[config.mk]
export PLATFORM = sky130hd
export DESIGN_NAME = sft_ctrl
export DESIGN_NICKNAME = d
export VERILOG_FILES = /design/src/rtl/sft_pkg.sv /design/src/rtl/sft_ctrl.sv
export SDC_FILE = /design/constraint.sdc
export NUM_CORES = 1
export LEC_CHECK = 0
export ABC_AREA = 1
export ABC_CLOCK_PERIOD_IN_PS = 2620
export BUFFER_PORTS_ARGS = -buffer_cell sky130_fd_sc_hd__buf_2
export CAP_MARGIN = 30
export CORE_MARGIN = 5
export CORE_UTILIZATION = 46
export DETAILED_ROUTE_END_ITERATION = 12
export PLACE_DENSITY = 0.78
export SYNTH_ARGS = -nofsm -noshare
export SYNTH_HDL_FRONTEND = slang
export SYNTH_SLANG_ARGS = --single-unit
[constraint.sdc]
create_clock -name clk -period 2.62 [get_ports clk]
set_input_delay 0.393 -clock clk [delete_from_list [all_inputs] [get_ports clk]]
set_output_delay 0.393 -clock clk [all_outputs]
set_load 0.05 [all_outputs]
[src/rtl/sft_pkg.sv]
// Shared types and constants for the spherical fault terrain step block.
// No dependencies; every other file in rtl/ refers to this package by scoped names.

package sft_pkg;

  // Vertex store geometry
  localparam int MAX_VERTICES = 4096;
  localparam int VTX_AW       = $clog2(MAX_VERTICES);

  // Field widths
  localparam int CNT_W    = 13;
  localparam int COORD_W  = 16;
  localparam int RADIUS_W = 18;
  localparam int DIR_W    = 3 * COORD_W;

  // Datapath widths: dot product, split point of the radius multiply, full product
  localparam int DOT_W  = 2 * COORD_W + 2;
  localparam int SPLIT  = 17;
  localparam int PROD_W = DOT_W + RADIUS_W + 1;

  // Radius update step and saturation limit (Q2.16)
  localparam logic [RADIUS_W-1:0] STEP_LSB   = RADIUS_W'(33);
  localparam logic [RADIUS_W-1:0] RADIUS_MAX = '1;

  localparam logic [CNT_W-1:0] COUNT_RESET = CNT_W'(MAX_VERTICES);

  // Configuration register index
  localparam int REG_VERTEX_COUNT = 0;

  typedef enum logic [1:0] {
    REQ_LOAD  = 2'd0,
    REQ_FAULT = 2'd1,
    REQ_READ  = 2'd2
  } req_t;

  typedef enum logic [2:0] {
    ST_IDLE,
    ST_PREP_SQ,
    ST_PREP_SUM,
    ST_WALK,
    ST_DRAIN,
    ST_RD_WAIT,
    ST_FINISH
  } state_t;

  // Read request into the vertex store; walk marks entries bound for the fault pipe
  typedef struct packed {
    logic              rd_en;
    logic              walk;
    logic [VTX_AW-1:0] addr;
  } sft_issue_t;

  // Strobes raised when a word is taken
  typedef struct packed {
    logic load_we;
    logic point_ld;
  } sft_cmd_t;

  // Radius write-back from the fault pipe
  typedef struct packed {
    logic                we;
    logic [VTX_AW-1:0]   addr;
    logic [RADIUS_W-1:0] radius;
  } sft_wb_t;

  // Fault pipe status seen by the controller
  typedef struct packed {
    logic                busy;
    logic [RADIUS_W-1:0] highest;
  } sft_status_t;

endpackage

[src/rtl/sft_ctrl.sv]
// Sequencer: takes words, walks the vertex store for fault items, and holds the
// result register. Depends on sft_pkg.

module sft_ctrl (
  input  logic                             clk,
  input  logic                             rst,
  input  logic                             s_tvalid,
  output logic                             s_tready,
  input  logic [1:0]                       req_type,
  input  logic [11:0]                      vertex_index,
  input  logic [sft_pkg::CNT_W-1:0]        vertex_count,
  input  logic [sft_pkg::RADIUS_W-1:0]     radius_q,
  input  sft_pkg::sft_status_t             status,
  output sft_pkg::sft_issue_t              issue,
  output sft_pkg::sft_cmd_t                cmd,
  output logic                             m_tvalid,
  input  logic                             m_tready,
  output logic [1:0]                       done_kind,
  output logic [sft_pkg::RADIUS_W-1:0]     read_radius,
  output logic [sft_pkg::RADIUS_W-1:0]     highest_radius
);

  localparam int RW = sft_pkg::RADIUS_W;
  localparam int NW = sft_pkg::CNT_W;
  localparam int AW = sft_pkg::VTX_AW;

  sft_pkg::state_t state, state_next;

  logic          accept;
  logic          idx_ok;
  logic          out_load;
  logic [NW-1:0] walk_idx;
  logic [NW-1:0] walk_last;
  logic [NW-1:0] count_lim;
  logic [1:0]    kind;
  logic          rd_ok;
  logic [RW-1:0] rd_val;

  assign accept   = s_tvalid & s_tready;
  assign idx_ok   = 32'(vertex_index) < sft_pkg::MAX_VERTICES;
  assign out_load = !m_tvalid || m_tready;
  assign count_lim = (32'(vertex_count) > sft_pkg::MAX_VERTICES) ?
                     NW'(sft_pkg::MAX_VERTICES) : vertex_count;

  // Next state
  always_comb begin
    state_next = state;
    case (state)
      sft_pkg::ST_IDLE: begin
        if (s_tvalid) begin
          case (req_type)
            sft_pkg::REQ_FAULT: state_next = sft_pkg::ST_PREP_SQ;
            sft_pkg::REQ_READ:  state_next = sft_pkg::ST_RD_WAIT;
            default:            state_next = sft_pkg::ST_FINISH;
          endcase
        end
      end
      sft_pkg::ST_PREP_SQ:  state_next = sft_pkg::ST_PREP_SUM;
      sft_pkg::ST_PREP_SUM: begin
        state_next = (walk_last == '1) ? sft_pkg::ST_FINISH : sft_pkg::ST_WALK;
      end
      sft_pkg::ST_WALK: begin
        if (walk_idx == walk_last) state_next = sft_pkg::ST_DRAIN;
      end
      sft_pkg::ST_DRAIN: begin
        if (!status.busy) state_next = sft_pkg::ST_FINISH;
      end
      sft_pkg::ST_RD_WAIT: state_next = sft_pkg::ST_FINISH;
      sft_pkg::ST_FINISH: begin
        if (out_load) state_next = sft_pkg::ST_IDLE;
      end
      default: state_next = sft_pkg::ST_IDLE;
    endcase
  end

  // Outputs
  always_comb begin
    s_tready     = 1'b0;
    issue.rd_en  = 1'b0;
    issue.walk   = 1'b0;
    issue.addr   = walk_idx[AW-1:0];
    cmd.load_we  = 1'b0;
    cmd.point_ld = 1'b0;
    case (state)
      sft_pkg::ST_IDLE: begin
        s_tready     = 1'b1;
        issue.addr   = vertex_index[AW-1:0];
        issue.rd_en  = s_tvalid && req_type == sft_pkg::REQ_READ;
        cmd.load_we  = s_tvalid && req_type == sft_pkg::REQ_LOAD && idx_ok;
        cmd.point_ld = s_tvalid && req_type == sft_pkg::REQ_FAULT;
      end
      sft_pkg::ST_WALK: begin
        issue.rd_en = 1'b1;
        issue.walk  = 1'b1;
      end
      default: ;
    endcase
  end

  always_ff @(posedge clk) begin
    if (rst) begin
      state    <= sft_pkg::ST_IDLE;
      m_tvalid <= 1'b0;
    end else begin
      state <= state_next;
      if (state == sft_pkg::ST_FINISH && out_load) begin
        m_tvalid <= 1'b1;
      end else if (m_tready) begin
        m_tvalid <= 1'b0;
      end
    end
  end

  always_ff @(posedge clk) begin
    if (accept) begin
      kind      <= req_type;
      rd_ok     <= idx_ok;
      rd_val    <= '0;
      walk_idx  <= '0;
      walk_last <= count_lim - NW'(1);
    end
    if (state == sft_pkg::ST_WALK) begin
      walk_idx <= walk_idx + NW'(1);
    end
    if (state == sft_pkg::ST_RD_WAIT) begin
      rd_val <= rd_ok ? radius_q : '0;
    end
    if (state == sft_pkg::ST_FINISH && out_load) begin
      done_kind      <= kind;
      read_radius    <= rd_val;
      highest_radius <= status.highest;
    end
  end

endmodule

=== Yosys cells after proc, flatten, opt, wreduce, memory -nomap -nowiden ===
Cells that the tools add are included.

* Word-level logic and storage cells: 58
* Bits in registers: 88

* Magnitude comparators: 1
* Multiplexer cells: 19
* Reductions and logical operators: 12
* Equality and inequality tests: 14
* Bitwise logic cells: 1
* Add/sub/neg operators: 2

{| class="wikitable"
|+ Operator list
! cell !! number
|-
| 2-to-1 mux 13 bit || 3
|-
| 2-to-1 mux 18 bit || 2
|-
| one-hot mux 3 bit (7 select lines) || 1
|-
| 2-to-1 mux 3 bit || 5
|-
| adder 13 x 1 -> 13 bit, second input constant || 1
|-
| equality test 13 bit || 1
|-
| equality test 13 bit, second input constant || 1
|-
| greater-than comparator 13 bit, second input constant || 1
|-
| subtractor 13 x 1 -> 13 bit, second input constant || 1
|-
| 2-to-1 mux 12 bit || 1
|-
| equality test 3 bit, second input constant || 3
|-
| != test 2 bit, second input constant || 4
|-
| equality test 3 x 2 -> 1 bit, second input constant || 2
|-
| one-hot mux 3 bit (2 select lines) || 1
|-
| nonzero test 2 bit || 3
|-
| logical AND 1 bit || 4
|-
| 2-to-1 mux 1 bit || 4
|-
| AND reduction 4 bit || 1
|-
| equality test 3 x 1 -> 1 bit, second input constant || 1
|-
| zero test 3 bit || 1
|-
| equality test 2 x 1 -> 1 bit, second input constant || 1
|-
| equality test 2 bit, second input constant || 1
|-
| zero test 2 bit || 1
|-
| 2-to-1 mux 2 bit || 1
|-
| other kinds (4) || 4
|}

=== Logic depth before layout (Yosys ltp) ===
* Depth in word-level cells: 5
* Mapped depth: 13
* Gate-level depth less buffers: 12

=== Worst setup path after synthesis ===
No wires, ideal clock.

* Path kind: flip-flop to flip-flop
* From: register state[2]
* To: register done_kind[0], enable pin
* Required time: 2174 ps
* Stages on the path, launching flop included: 4
* Clock period less this slack: 2891 ps
* Slack: -271 ps
* Buffers on the path: 1
* Data arrival time: 2445 ps
* Cell sequence: dfxtp_1 buf_2 nand3_1 a21oi_1

* Longest elaborated chain between the ends: 2

{| class="wikitable"
|+ Ends and longest elaborated chain
! what !! RTL line !! source
|-
| from (decl) || sft_ctrl.sv:27 || <nowiki>sft_pkg::state_t state, state_next;</nowiki>
|-
| from (signal assigned) || sft_ctrl.sv:102 || <nowiki>state <= sft_pkg::ST_IDLE;</nowiki>
|-
| from (signal assigned) || sft_ctrl.sv:105 || <nowiki>state <= state_next;</nowiki>
|-
| equality test 3 bit || sft_ctrl.sv:128 || <nowiki>if (state == sft_pkg::ST_FINISH && out_load) begin</nowiki>
|-
| logical AND 1 bit || sft_ctrl.sv:128 ||
|-
| to (signal assigned) || sft_ctrl.sv:129 || <nowiki>done_kind <= kind;</nowiki>
|-
| to (decl) || sft_ctrl.sv:18 || <nowiki>output logic [1:0] done_kind,</nowiki>
|}

No other way between the ends.
A chain may end at the register's enable or synchronous reset.

==> results.txt <==
Status: finished, final reports clean
Num CTS Buffers: 9
Top-area cell type share of the netlist area: 0.6220
Initial core utilization: 0.4696
Period minus WS final: 2308 ps
GPL Wtd Cong: 0.9074
Top cell type by total area after synthesis: edfxtp_1
Yosys reg bits: 88
Synth cell types: 27
Power share of the clock group: 0.166
Synth Cell Area: 4055 sq um
Internal power: 2.818 mW
Clock latency on the worst-skew pair: 350 ps
Crit path buf inv count: 4
Drt pass-1 iters: 4
Max Clock Freq: 433.3 MHz
Synthesized Nets: 479
Number of antenna diodes: 0
DRC violations left: 0
ANT nets after route: 0
Simple-Gate Fraction of Synth Area: 0.1805
Clock slew at the register clock pins of the worst setup and hold paths: 90 ps
First-pass GRT wire length: 14.52 mm
Port Buffers: 123
Total wire length: 8.702 mm
Gr usage total: 0.1625
Largest family of logic cells by synthesized area: simple AND/OR/NAND/NOR gates
Ratio of cells with drive above 1 in the final layout: 0.2804
Largest net degree at the start of global routing: 39
Num Clock Sinks: 88
Share of flip-flops with an asynchronous set or reset: 0
HPWL Detailed: 6.834 mm
CP arrival: 1910 ps
Final Slew Violations: 0
Crit-path cells: inv_1 -> nor3_1 -> buf_4 -> inv_1 -> nand2_1 -> o21a_1 -> buf_2
Clock root buffer: clkbuf_8
Max cap viols: 0
Routed via count: 3160
Routed len/inst: 13.39 microns
DRT iter0 DRCs: 225
Mean Syn Cell Area: 10.01 sq um
Startpoint Class: register
Hold slack: 211.6 ps
Max Buffers Root-to-Sink: 2
Die area: 10790 sq um
Setup WS pre-CTS: 482.3 ps
Hold Crit Start: status[3]
PwrDens: 1020 nW/um^2
Setup Crit Path Kind: register to output port
Tightest Hold Check Type: input pin to register
Number of global-route vias before repair: 3122
Post-synth top flop: edfxtp_1
Fin nets: 612
Fin crit share: 0.8809
Synth top area cells: edfxtp_1 62%, nand2_1 9.3%, inv_1 6.0%, nor2_1 4.4%, o21ai_0 3.1%
Comb power frac: 0.407
I/O pin total: 124
Synth-to-Final Area Change: 23.26%
Final hold vios: 0
Synth Area in Adders: 0.01851
Critical Path Max Stage Delay: 400 ps
Die X: 103.9 microns
CP Capture Type: output port
Net switching power: 2.282 mW
Final setup violation count: 0
Top cell by count, worst path: inv_1
Post-synthesis mux area share: 0
Crit path max fanout: 12
Most common library cells after synthesis: 101 x nand2_1, 84 x edfxtp_1, 65 x inv_1
Hold Buf Count CTS: 0
Synth Area in XOR/XNOR: 0.01728
Least-Margin Pin Slew: 729.3 ps
Critical register-to-register path startpoint: walk_idx[1]
Family with the most delay on the worst path: buffers and inverters
Net switching share of the total power: 0.4475
Post-synthesis sequential area ratio: 0.6418
Antenna violations before repair: 0
Worst path slowest cell: dfxtp_1
Cells after Synth: 405
Synth warnings: 0
Total grt overflow: 0
Routed vias/inst: 4.862
CTS tree: done
Peak supply drop: 0.0005633 V
Compound-Gate Fraction of Synth Area: 0.07282
Critical path origin: state[0]
Flop pwr share: 0.428
Top-count cell post-synth: nand2_1
Core Box Area: 8636 sq um
EDFF count, synth: 84
CTS H-tree lvls: 3
Post-CTS Setup Bufs: 0
DIE HEIGHT: 103.9 microns
Post-route setup slack: 312.0 ps
Slew headroom: 0.5126
CP required: 2230 ps
Pleak: 2.298 nW
Post-CTS resize count: 0
RSZ-0062 raised after global routing: no
Row cnt: 34
Clock skew: 7.204 ps
## worst reg2reg max path, cell delays in order, from the launching register on
cell and delay [ps]:
edfxtp_1 440, ha_1 230, nand3_1 140, nor2_1 190, nand3_1 150, nor2_1 200, nand3_1 120, o21ai_0 170
a21oi_1 50
## flip-flops by register name, summed over array words and instances, names as in the netlist
signal and cells:
m_tvalid 1, walk_idx 13, done_kind 2, highest_radius 18
walk_last 13, kind 2, read_radius 18, rd_val 18
state 3
## placed cells by master (no fill, tap or decap), drive strengths merged, types with 3 or more instances in the layout
cell    instances
xor2            4
or2             3
dfxtp           4
nor3            7
edfxtp         84
nand3          21
nor2           48
clkbuf          9
a21oi          16
inv            69
ha              6
xnor2           4
nand2         102
buf           128
o21ai          26
## layer usage
layer,vias up,global-route usage,wire (microns)
li1,1589,-,-
met1,1422,0.1987,3518
met2,131,0.2732,4292
met3,18,0.04035,687
met4,0,0.06938,203
met5,-,0,0
## kinds of logic after synthesis
logic type	count (synthesis)
simple gates	182
flops	88
buf+inv	72
compound gates	49
xor+xnor	8
fa+ha+maj	6
## cell type report
type	instances	area (sq um)
Clock buffer	9	123.9
Clock inverter	6	52.55
Fill cell	722	3637
Inverter	66	247.7
Multi-Input combinational cell	245	1184
Sequential cell	88	2603
Tap cell	108	135.1
Timing Repair Buffer	128	653.1
## power groups by stage
stage               clock network, mW  registers [mW]  logic (mW)
floorplan                           0            2.44        1.30
global placement                    0            2.19        2.05
detailed placement                  0            2.22        2.09
CTS                             0.867            2.18        2.09
global route                    0.923            2.22        2.25
finish                          0.846            2.18        2.07
## final timing paths
kind | cells past startpoint | slack (ps) | end
worst min-delay path | 1 | 210 | highest_radius[3]
worst max register to register | 8 | 680 | walk_idx[12]
worst min register to register | 0 | 420 | read_radius[9]
worst max-delay path | 7 | 310 | issue[13]
## metrics by stage
step	utilization	power [mW]	cells	TNS (ps)	area (sq um)
after global placement	0.5584	4.239	635	0	4822
after CTS	0.5788	5.145	650	0	4999
after detailed placement	0.5584	4.308	635	0	4822
after global routing	0.5788	5.394	650	0	4999
after floorplan	-	3.746	405	-637.0	4059
final	0.5788	5.101	650	0	4999
No activity file was read; power rests on OpenSTA's default activity.
